**config.mk**
```make
export PLATFORM = sky130hd
export DESIGN_NAME = crc32c_single_bit_error_locator_unit
export DESIGN_NICKNAME = d
export VERILOG_FILES = /design/src/design/crcsbel_pkg.sv /design/src/design/crcsbel_lanes.sv /design/src/design/crcsbel_ctrl.sv /design/src/design/crc32c_single_bit_error_locator_unit.sv
export SDC_FILE = /design/constraint.sdc
export NUM_CORES = 1
export LEC_CHECK = 0
export BUFFER_PORTS_ARGS = -buffer_cell sky130_fd_sc_hd__buf_2
export CORE_MARGIN = 4
export CORE_UTILIZATION = 55
export DETAILED_ROUTE_END_ITERATION = 8
export MAX_ROUTING_LAYER = met4
export PLACE_DENSITY = 0.79
export SYNTH_ARGS = -nofsm -noshare
export SYNTH_HDL_FRONTEND = slang
export SYNTH_SLANG_ARGS = --single-unit
```
**constraint.sdc**
```tcl
create_clock -name i_clk -period 25.2 [get_ports i_clk]
set_input_delay 3.78 -clock i_clk [delete_from_list [all_inputs] [get_ports i_clk]]
set_output_delay 3.78 -clock i_clk [all_outputs]
set_load 0.01 [all_outputs]
```
**src/design/crcsbel_pkg.sv**
```systemverilog
// ----------------------------------------------------------------------------
// crcsbel_pkg
// Shared types, constants and the CRC32C byte table for the bit error locator.
// ----------------------------------------------------------------------------
package crcsbel_pkg;

    localparam int          SYN_W   = 32;
    localparam int          LEN_W   = 17;
    localparam int          POS_W   = 19;
    localparam int          BYTE_W  = 16;
    localparam int          BIT_W   = 3;
    localparam int          LANES   = 8;
    localparam logic [31:0] CRC_POLY = 32'h82F6_3B78;
    localparam logic [7:0]  TOP_BIT  = 8'h80;

    typedef enum logic [1:0] {
        STS_FOUND   = 2'd0,
        STS_CLEAN   = 2'd1,
        STS_BAD_LEN = 2'd2,
        STS_MULTI   = 2'd3
    } t_status;

    typedef enum logic {
        ST_IDLE = 1'b0,
        ST_WALK = 1'b1
    } t_state;

    // sequencer -> lane unit
    typedef struct packed {
        logic load;
        logic step;
    } t_lane_ctl;

    // lane unit -> sequencer
    typedef struct packed {
        logic             hit;
        logic [BIT_W-1:0] hit_bit;
    } t_lane_sts;

    // Reflected CRC32C table entry
    function automatic logic [31:0] crc_tab(input logic [7:0] idx);
        logic [31:0] v;
        v = {24'd0, idx};
        for (int k = 0; k < 8; k++) begin
            v = v[0] ? ((v >> 1) ^ CRC_POLY) : (v >> 1);
        end
        return v;
    endfunction

endpackage

```
**src/design/crcsbel_lanes.sv**
```systemverilog
// ----------------------------------------------------------------------------
// crcsbel_lanes
// Eight single-bit syndrome lanes, advanced one zero byte per step and
// compared against the held target syndrome.
// ----------------------------------------------------------------------------
module crcsbel_lanes (
    input  logic                            i_clk,
    input  crcsbel_pkg::t_lane_ctl          i_ctl,
    input  logic [crcsbel_pkg::SYN_W-1:0]   i_syndrome,
    output crcsbel_pkg::t_lane_sts          o_sts
);

    logic [crcsbel_pkg::SYN_W-1:0] r_lane [crcsbel_pkg::LANES];
    logic [crcsbel_pkg::SYN_W-1:0] r_target;
    logic [crcsbel_pkg::LANES-1:0] w_match;

    always_ff @(posedge i_clk) begin
        if (i_ctl.load) begin
            r_target <= i_syndrome;
            for (int j = 0; j < crcsbel_pkg::LANES; j++) begin
                r_lane[j] <= crcsbel_pkg::crc_tab(crcsbel_pkg::TOP_BIT >> j);
            end
        end else if (i_ctl.step) begin
            // zero-byte advance: T[s & 0xFF] ^ (s >> 8)
            for (int j = 0; j < crcsbel_pkg::LANES; j++) begin
                r_lane[j] <= crcsbel_pkg::crc_tab(r_lane[j][7:0])
                             ^ {8'd0, r_lane[j][31:8]};
            end
        end
    end

    always_comb begin
        o_sts = '0;
        for (int j = 0; j < crcsbel_pkg::LANES; j++) begin
            w_match[j] = (r_lane[j] == r_target);
        end
        // lowest j wins
        for (int j = crcsbel_pkg::LANES - 1; j >= 0; j--) begin
            if (w_match[j]) begin
                o_sts.hit     = 1'b1;
                o_sts.hit_bit = crcsbel_pkg::BIT_W'(j);
            end
        end
    end

endmodule

```
**src/design/crcsbel_ctrl.sv**
```systemverilog
// ----------------------------------------------------------------------------
// crcsbel_ctrl
// Sequencer: length and zero-syndrome checks, byte position walk from last
// byte to first, and the result register.
// ----------------------------------------------------------------------------
module crcsbel_ctrl #(
    parameter int MAX_BYTES = 65536
) (
    input  logic                             i_clk,
    input  logic                             i_rst_n,
    input  logic                             i_valid,
    output logic                             o_ready,
    input  logic [crcsbel_pkg::SYN_W-1:0]    i_syndrome,
    input  logic [crcsbel_pkg::LEN_W-1:0]    i_buf_len,
    output crcsbel_pkg::t_lane_ctl           o_ctl,
    input  crcsbel_pkg::t_lane_sts           i_sts,
    output logic                             o_out_valid,
    input  logic                             i_out_ready,
    output crcsbel_pkg::t_status             o_status,
    output logic [crcsbel_pkg::POS_W-1:0]    o_bit_pos,
    output logic [crcsbel_pkg::BYTE_W-1:0]   o_byte_index,
    output logic [crcsbel_pkg::BIT_W-1:0]    o_bit_in_byte
);

    crcsbel_pkg::t_state                r_state, n_state;
    logic [crcsbel_pkg::LEN_W-1:0]      r_pos, n_pos;
    logic                               r_out_valid, n_out_valid;
    crcsbel_pkg::t_status               r_status, n_status;
    logic [crcsbel_pkg::POS_W-1:0]      r_bit_pos, n_bit_pos;
    logic [crcsbel_pkg::BYTE_W-1:0]     r_byte_index, n_byte_index;
    logic [crcsbel_pkg::BIT_W-1:0]      r_bit_in_byte, n_bit_in_byte;
    logic                               w_out_free;
    logic                               w_bad_len;

    assign w_out_free = !r_out_valid || i_out_ready;
    assign o_ready    = (r_state == crcsbel_pkg::ST_IDLE) && w_out_free;
    assign w_bad_len  = (i_buf_len == '0)
                        || ({15'd0, i_buf_len} > 32'(MAX_BYTES));

    always_ff @(posedge i_clk) begin
        if (!i_rst_n) begin
            r_state     <= crcsbel_pkg::ST_IDLE;
            r_out_valid <= 1'b0;
        end else begin
            r_state     <= n_state;
            r_out_valid <= n_out_valid;
        end
    end

    always_ff @(posedge i_clk) begin
        r_pos         <= n_pos;
        r_status      <= n_status;
        r_bit_pos     <= n_bit_pos;
        r_byte_index  <= n_byte_index;
        r_bit_in_byte <= n_bit_in_byte;
    end

    always_comb begin
        n_state       = r_state;
        n_pos         = r_pos;
        n_out_valid   = r_out_valid && !i_out_ready;
        n_status      = r_status;
        n_bit_pos     = r_bit_pos;
        n_byte_index  = r_byte_index;
        n_bit_in_byte = r_bit_in_byte;
        o_ctl         = '0;
        case (r_state)
            crcsbel_pkg::ST_IDLE: begin
                if (i_valid && o_ready) begin
                    if (w_bad_len || i_syndrome == '0) begin
                        n_out_valid   = 1'b1;
                        n_status      = w_bad_len ? crcsbel_pkg::STS_BAD_LEN
                                                  : crcsbel_pkg::STS_CLEAN;
                        n_bit_pos     = '0;
                        n_byte_index  = '0;
                        n_bit_in_byte = '0;
                    end else begin
                        o_ctl.load = 1'b1;
                        n_pos      = i_buf_len - 1'b1;
                        n_state    = crcsbel_pkg::ST_WALK;
                    end
                end
            end
            crcsbel_pkg::ST_WALK: begin
                if (i_sts.hit) begin
                    if (w_out_free) begin
                        n_out_valid   = 1'b1;
                        n_status      = crcsbel_pkg::STS_FOUND;
                        n_bit_pos     = {r_pos[crcsbel_pkg::BYTE_W-1:0], i_sts.hit_bit};
                        n_byte_index  = r_pos[crcsbel_pkg::BYTE_W-1:0];
                        n_bit_in_byte = i_sts.hit_bit;
                        n_state       = crcsbel_pkg::ST_IDLE;
                    end
                end else if (r_pos == '0) begin
                    if (w_out_free) begin
                        n_out_valid   = 1'b1;
                        n_status      = crcsbel_pkg::STS_MULTI;
                        n_bit_pos     = '0;
                        n_byte_index  = '0;
                        n_bit_in_byte = '0;
                        n_state       = crcsbel_pkg::ST_IDLE;
                    end
                end else begin
                    o_ctl.step = 1'b1;
                    n_pos      = r_pos - 1'b1;
                end
            end
            default: begin
                n_state = crcsbel_pkg::ST_IDLE;
            end
        endcase
    end

    assign o_out_valid   = r_out_valid;
    assign o_status      = r_status;
    assign o_bit_pos     = r_bit_pos;
    assign o_byte_index  = r_byte_index;
    assign o_bit_in_byte = r_bit_in_byte;

    a_ctl_excl : assert property (@(posedge i_clk) disable iff (!i_rst_n)
        $onehot0({o_ctl.load, o_ctl.step}))
        else $error("lane load and step together");

    a_bad_len : assert property (@(posedge i_clk) disable iff (!i_rst_n)
        (i_valid && o_ready && i_buf_len == '0)
        |=> (r_out_valid && r_status == crcsbel_pkg::STS_BAD_LEN))
        else $error("zero length not reported");

    a_pos_bound : assert property (@(posedge i_clk) disable iff (!i_rst_n)
        (r_state == crcsbel_pkg::ST_WALK) |-> ({15'd0, r_pos} < 32'(MAX_BYTES)))
        else $error("walk position beyond buffer bound");

    a_zero_fields : assert property (@(posedge i_clk) disable iff (!i_rst_n)
        (r_out_valid && r_status != crcsbel_pkg::STS_FOUND)
        |-> (r_bit_pos == '0 && r_byte_index == '0 && r_bit_in_byte == '0))
        else $error("position fields set without a located bit");

endmodule

```
**src/design/crc32c_single_bit_error_locator_unit.sv**
```systemverilog
// Locates a single flipped bit from a CRC32C syndrome. A zero or oversize
// length, or a zero syndrome, gives its result the cycle after the word is
// taken. Otherwise eight bit syndromes are walked from the last byte to the
// first, one byte position per cycle through the eight-lane zero-byte
// advance unit; the input is not ready while a walk runs. One result word
// is produced per input word; the input is also held off while a result
// word waits in the output register, though a new word can be taken at the
// edge that drains it.
// ----------------------------------------------------------------------------
// crc32c_single_bit_error_locator_unit
// Top level: stream ports, sequencer and shared lane unit.
// ----------------------------------------------------------------------------
module crc32c_single_bit_error_locator_unit #(
    parameter int MAX_BYTES = 65536
) (
    input  logic        i_clk,
    input  logic        i_rst_n,
    input  logic        s_axis_tvalid,
    output logic        s_axis_tready,
    input  logic [55:0] s_axis_tdata,   // syndrome[31:0], buf_len[48:32], zero pad
    output logic        m_axis_tvalid,
    input  logic        m_axis_tready,
    output logic [39:0] m_axis_tdata,   // bit_pos[18:0], byte_index[34:19],
                                        // bit_in_byte[37:35], zero pad
    output logic [1:0]  m_axis_tuser    // status[1:0]
);

    crcsbel_pkg::t_lane_ctl                 w_ctl;
    crcsbel_pkg::t_lane_sts                 w_sts;
    crcsbel_pkg::t_status                   w_status;
    logic [crcsbel_pkg::POS_W-1:0]          w_bit_pos;
    logic [crcsbel_pkg::BYTE_W-1:0]         w_byte_index;
    logic [crcsbel_pkg::BIT_W-1:0]          w_bit_in_byte;

    crcsbel_ctrl #(
        .MAX_BYTES (MAX_BYTES)
    ) u_ctrl (
        .i_clk         (i_clk),
        .i_rst_n       (i_rst_n),
        .i_valid       (s_axis_tvalid),
        .o_ready       (s_axis_tready),
        .i_syndrome    (s_axis_tdata[31:0]),
        .i_buf_len     (s_axis_tdata[48:32]),
        .o_ctl         (w_ctl),
        .i_sts         (w_sts),
        .o_out_valid   (m_axis_tvalid),
        .i_out_ready   (m_axis_tready),
        .o_status      (w_status),
        .o_bit_pos     (w_bit_pos),
        .o_byte_index  (w_byte_index),
        .o_bit_in_byte (w_bit_in_byte)
    );

    crcsbel_lanes u_lanes (
        .i_clk      (i_clk),
        .i_ctl      (w_ctl),
        .i_syndrome (s_axis_tdata[31:0]),
        .o_sts      (w_sts)
    );

    assign m_axis_tdata = {2'b00, w_bit_in_byte, w_byte_index, w_bit_pos};
    assign m_axis_tuser = w_status;

endmodule

```
==> qor.log, run 1 <==
[die] die outline width 205.5 um
[global_route] global-route usage over all layers 26.68%
[layout] utilization after layout 59.51%
[clocking] number of buffers created by CTS 37
[place] I/O Buffers 94
[sta] worst-case headroom to the max-slew limit 15.43%
[worst_setup_path] crit-path max cell delay 0.17 ns
[yosys] sequential element share of the synthesized area 45.84%
[die] Core Area 38560 um^2
[clocking] clk_lat worst skew 0.55 ns
[routing] Detailed Route WL 55.02 mm
[clocking] number of buffers added to fix hold violations after cts 0
[sta] total setup violations reported at the end of the flow 0
[sta] fraction of the cycle the final worst path needs 32.16%
[layout] antenna diode instance count 0
[worst_hold_path] kind of path behind the tightest hold check flip-flop to flip-flop
[yosys] most frequently used flop master after synthesis edfxtp_1
[worst_setup_path] worst-path cell with the longest stage delay nor2b_1
[routing] DR vias 13940
[routing] DRC violations left 0
[worst_setup_path] worst path buffer plus inverter count 2
[yosys] yosys warns 0
[die] number of placement rows 72
[pwr] worst vdd rail ir drop 0.0001247 V
[yosys] share of flip-flops with an asynchronous set or reset after synthesis 0%
[routing] routed via count divided by cell count 5.833
[sta] setup tns final 0 ns
[clocking] htree depth 2
[worst_setup_path] worst setup path class input pin to primary output
[die] Initial Util 55.62%
[sta] Highest Clock Rate 123.4 MHz
[routing] first-pass iteration count of the detailed router 5
[routing] number of nets with antenna violations after routing 0
[worst_setup_path] critical path depth in cells 4
[sta] count of final hold-check violations 0
[yosys] average cell area after synthesis 11.50 um^2
[clocking] root buffer cell clkbuf_16
[outcome] run status finished, final reports clean
[layout] final design area excluding fillers 22950 um^2
[routing] count of routing violations after the opening detailed-route iteration 1608
[worst_setup_path] CP Data Required Time 21.42 ns
[global_route] via count of the first global-routing pass 13700
[global_route] maximum number of pins on one net before global-route repair 195
[worst_setup_path] peak fanout along the critical path 2
[layout] top library cells by usage in the layout, fill and taps aside xnor2_1, edfxtp_1, xor2_1, nand4_1, nor2_1
[pwr] Power Total 2797 uW
[worst_setup_path] most prevalent standard cell on the critical path buf_2
[place] post-detailed-placement half-perimeter wirelength 34.83 mm
[worst_setup_path] CP Launch Type input pin
[clocking] PostCTS Resize Cnt 0
[yosys] number of unique standard cell types used by synthesis 51
[die] vertical die dimension 205.5 um
[global_route] global-route congestion overflow total 0
[sta] unrepaired setup endpoints after global routing false
[worst_setup_path] data arrival at the endpoint of the critical path 4.32 ns
[yosys] Post-synth EDFFs 326
[place] Placed Area 21700 um^2
[pwr] power density relative to cell area 121.9 nW/um^2
[worst_hold_path] depth of the worst hold-timing path 1
[yosys] number of register bits inferred by synthesis 328
[worst_setup_path] Worst setup EP type primary output
[layout] number of nets in the layout 1905
[yosys] Gate Count Post-Synth 1865
[clocking] TritonCTS clock tree yes
[sta] Final Max Slew Viols 0
[clocking] register clock-pin slew on the reported worst setup and hold paths 0.06 ns
[place] weighted congestion at the end of routability-driven global placement 0.9383
[layout] final standard cell count with taps included and fillers excluded 2390
[layout] share of post-route cells with drive strength above 1 11.59%
[global_route] antenna violations before repair 0
[layout] most common cell after layout, fill and taps aside xnor2_1
[clocking] Bufs on Longest Clock Path 3
[worst_setup_path] Top delay family on crit path buffers and inverters
[die] Die Footprint 42210 um^2
[yosys] netlist area before placement 21440 um^2
[place] number of cells after detailed placement 2323
[worst_setup_path] Critical Path, Cell by Cell buf_2 > nor2b_1 > nor2_1 > buf_2
[layout] Layout area overhead 7.002%
[sta] actual slew at the worst max-slew pin 1.269 ns
[pwr] leak pwr 0.007345 uW
[sta] skew final 0.01763 ns
[routing] average wire per cell in the routed design 23.02 um
[worst_setup_path] worst-case reg-to-reg path depth 9
[run] number of max-cap violations 0
[clocking] Clock Sink Count 328
[global_route] global-route wire length before repair 83.26 mm
[sta] Tmin final 8.104 ns
[die] I/O pins 104
[clocking] Post-CTS Setup Bufs 0
[per-stage QoR]
step	setup WS, ns	hold WS (ns)
2_1_floorplan	6.816	0.5498
3_3_place_gp	17.11	0.5798
3_5_place_dp	17.11	0.5919
4_1_cts	17.11	0.6052
5_1_grt	17.08	0.6396
6_report	17.10	0.6082
[synth_stat cells (13+ instances only)]
| cell | instances | area share (%) |
|---|---|---|
| nand2_1 | 44 | 0.77 |
| clkbuf_1 | 13 | 0.23 |
| xnor2_1 | 592 | 24 |
| nor4_1 | 39 | 1.1 |
| nor2_1 | 140 | 2.5 |
| and2_1 | 24 | 0.70 |
| xnor2_2 | 15 | 1.1 |
| buf_2 | 99 | 2.3 |
| edfxtp_1 | 326 | 46 |
| inv_1 | 14 | 0.25 |
| xor2_1 | 244 | 10 |
| buf_4 | 46 | 1.6 |
| nand4_1 | 153 | 4.5 |
[path summary, 6_finish.rpt]
kind                            slack (ns)            startpoint                      end
worst max-delay path                 17.10         m_axis_tready            s_axis_tready
worst min-delay path                  0.61      u_ctrl.r_pos[14]  u_ctrl.o_byte_index[14]
worst max register to register       20.08  u_lanes.r_target[29]     u_lanes.r_lane[1][6]
worst min register to register        0.61      u_ctrl.r_pos[14]  u_ctrl.o_byte_index[14]
[routing by layer]
layer | up-vias | GRT usage [%] | routed length, um
met2 | 693 | 39.66 | 25140
met4 | 0 | 9.139 | 1985
met1 | 6889 | 37.82 | 22410
met5 | - | - | 0
li1 | 6232 | - | -
met3 | 127 | 3.909 | 5483
[state kept, by name, summed over array words and instances, names as in the netlist]
| register | cells |
|---|---|
| u_ctrl.o_status | 2 |
| u_ctrl.o_out_valid | 1 |
| u_ctrl.o_bit_in_byte | 2 |
| u_ctrl.r_state | 1 |
| u_ctrl.o_byte_index | 15 |
| u_lanes.r_target | 32 |
| u_ctrl.o_bit_pos | 2 |
| u_ctrl.r_pos | 17 |
| u_lanes.r_lane | 256 |
[kinds of logic after synthesis]
kind of cell | count (synthesis) | synth area share, %
flops | 328 | 45.84
xor+xnor | 864 | 36.53
fa+ha+maj | 1 | 0.05834
compound gates | 31 | 1.009
mux | 12 | 0.5601
other cells | 1 | 0.01749
simple gates | 441 | 10.91
buf+inv | 187 | 5.076
[worst reg2reg max path, cell delays in order (launching register included)]
cell and delay (ns):
edfxtp_1 1.04, xor2_1 0.20, nor4_1 0.08, nand4_1 0.18, nor2_1 0.11, and4b_4 0.84, a21oi_4 0.36, a21oi_4 0.20
buf_4 0.66, buf_12 0.67
[power by group]
part	switching, uW	internal (uW)	leakage, uW
clock network	229	334	0.000616
registers	147	808	0.00295
logic	657	620	0.00378
total	1030	1760	0.00735
[layout make-up]
cell class	count	area, um^2
clock inverters	23	249.0
clock buffers	44	994.7
flip-flops and latches	328	9829
inverters	15	57.56
well taps	518	648.1
multi-input cells	1351	10560
fillers	3126	15610
repair buffers	111	610.6
Note: power is estimated with default switching activity, not from simulation.
==> run 2, diff against run 1 <==
--- a/config.mk
+++ b/config.mk
@@ -10,7 +10,7 @@
 export CORE_UTILIZATION = 55
 export DETAILED_ROUTE_END_ITERATION = 8
 export MAX_ROUTING_LAYER = met4
-export PLACE_DENSITY = 0.79
+export PLACE_DENSITY = 0.81
 export SYNTH_ARGS = -nofsm -noshare
 export SYNTH_HDL_FRONTEND = slang
 export SYNTH_SLANG_ARGS = --single-unit
==> constraint.sdc (replaced) <==
create_clock -name i_clk -period 6.6 [get_ports i_clk]
set_input_delay 0.99 -clock i_clk [delete_from_list [all_inputs] [get_ports i_clk]]
set_output_delay 0.99 -clock i_clk [all_outputs]
set_load 0.01 [all_outputs]
==> run 2 against run 1 <==
Against the previous run: routed wire length decreased by 1.7%; flip-flop and latch count unchanged; non-clock buffer count decreased by 8; clock skew increased by 0.013 ns; final cell count decreased by 0.25%; sequential share of layout area increased by 0.059 points; critical endpoint is now u_ctrl.o_byte_index[7]; highest routed layer unchanged.
==> qor.log, run 2 (same netlist as run 1, synthesis figures left out) <==
[die] I/O pins 104
[routing] routed via count divided by cell count 5.896
[sta] least setup slack across all paths after layout 1.847 ns
[sta] skew final 0.03078 ns
[die] vertical die dimension 205.5 um
[routing] Detailed Route WL 54.07 mm
[outcome] run status finished, final reports clean
[place] post-detailed-placement half-perimeter wirelength 34.29 mm
[clocking] number of buffers added to fix hold violations after cts 0
[layout] count of fill cells added during filler insertion 3054
[place] weighted congestion at the end of routability-driven global placement 0.9175
[global_route] via count of the first global-routing pass 13940
[routing] DRC violations left 0
[layout] top library cells by usage in the layout, fill and taps aside xnor2_1, edfxtp_1, xor2_1, nand4_1, nor2_1
[clocking] clk_lat worst skew 0.54 ns
[sta] actual slew at the worst max-slew pin 1.191 ns
[sta] Tmin final 4.753 ns
[global_route] global-route usage over all layers 26.11%
[global_route] global-route congestion overflow total 0
[worst_setup_path] CP Data Required Time 6.73 ns
[sta] count of final hold-check violations 0
[worst_setup_path] CP Launch Type flip-flop
[pwr] power density relative to cell area 465.6 nW/um^2
[layout] Layout area overhead 6.856%
[routing] DR vias 14060
[layout] most common cell after layout, fill and taps aside xnor2_1
[sta] total setup violations reported at the end of the flow 0
[sta] setup tns final 0 ns
[clocking] root buffer cell clkbuf_16
[die] Core Area 38560 um^2
[worst_setup_path] Worst setup EP type flip-flop
[die] die outline width 205.5 um
[layout] register with the highest flop count u_lanes.r_lane
[worst_setup_path] peak fanout along the critical path 58
[routing] count of routing violations after the opening detailed-route iteration 1279
[clocking] Bufs on Longest Clock Path 3
[clocking] Clock Sink Count 328
[routing] first-pass iteration count of the detailed router 7
[sta] Final Max Slew Viols 0
[clocking] PostCTS Resize Cnt 0
[sta] worst-case headroom to the max-slew limit 20.49%
[clocking] htree depth 2
[die] Initial Util 55.62%
[worst_hold_path] kind of path behind the tightest hold check flip-flop to flip-flop
[sta] unrepaired setup endpoints after global routing false
[die] Die Footprint 42210 um^2
[clocking] TritonCTS clock tree yes
[sta] fraction of the cycle the final worst path needs 72.01%
[global_route] maximum number of pins on one net before global-route repair 176
[pwr] worst vdd rail ir drop 0.0005178 V
[global_route] antenna violations before repair 1
[layout] max FFs per register 256
[layout] utilization after layout 59.43%
[clocking] number of buffers created by CTS 37
[place] worst slack at placement 1.856 ns
[layout] biggest registers after layout u_lanes.r_lane: 256 flops, u_lanes.r_target: 32 flops, u_ctrl.r_pos: 17 flops
[layout] share of post-route cells with drive strength above 1 11.31%
[place] I/O Buffers 94
[worst_setup_path] worst setup path class flip-flop to flip-flop
[clocking] Post-CTS Setup Bufs 0
[routing] number of nets with antenna violations after routing 0
[worst_setup_path] data arrival at the endpoint of the critical path 4.89 ns
[layout] number of nets in the layout 1897
[die] number of placement rows 72
[run] number of max-cap violations 0
[clocking] register clock-pin slew on the reported worst setup and hold paths 0.06 ns
[sta] Highest Clock Rate 210.4 MHz
[routing] average wire per cell in the routed design 22.68 um
[pwr] leak pwr 0.007308 uW
[global_route] global-route wire length before repair 82.30 mm
## run 2: area by class of cell
cell class                      instances  area [um^2]  area share (%)
Multi-Input combinational cell       1351        10570           46.12
Antenna cell                            1        2.502         0.01092
Sequential cell                       328         9829           42.90
Clock inverter                         24        262.8           1.147
Clock buffer                           44        994.7           4.341
Timing Repair Buffer                  103        550.5           2.403
Inverter                               15        57.56          0.2512
Tap cell                              518        648.1           2.828
## run 2: per-stage QoR
step	hold WS [ns]	cells	cell area, um^2	total power (uW)
after floorplan	0.5498	1866	21480	7685
after global placement	0.5757	2315	21650	8310
after detailed placement	0.5913	2315	21650	8456
after CTS	0.6037	2383	22910	10650
after global routing	0.6107	2384	22910	11280
final	0.6108	2384	22910	10670
## run 2: power breakdown
part / total [uW] / leakage [uW] / internal, uW / switching [uW]
combinational: 4850 / 0.00374 / 2370 / 2490
sequential: 3660 / 0.00295 / 3090 / 577
clock: 2150 / 0.000612 / 1280 / 870
## run 2: critical path, cell delays in order (launching register included)
cell      delay [ns]
edfxtp_1        0.51
nor4_1          0.44
nand3_1         0.17
o41ai_2         0.60
clkinv_2        0.72
nand3_4         0.87
and3_1          1.00
## run 2: path summary, 6_finish.rpt
kind,startpoint,end,slack (ns),cells past startpoint
setup / recovery,u_ctrl.r_pos[3],u_ctrl.o_byte_index[7],1.85,6
setup reg to reg,u_ctrl.r_pos[3],u_ctrl.o_byte_index[7],1.85,6
hold reg to reg,u_ctrl.r_pos[14],u_ctrl.o_byte_index[14],0.61,1
hold / removal,u_ctrl.r_pos[14],u_ctrl.o_byte_index[14],0.61,1
## run 2: per-layer routing
metal,GRT usage [%],share of wire (%),routed length (um)
met5,-,0,0
met3,6.115,11,6165
met2,39.50,46,24710
met4,8.971,3.8,2052
met1,34.90,39,21140
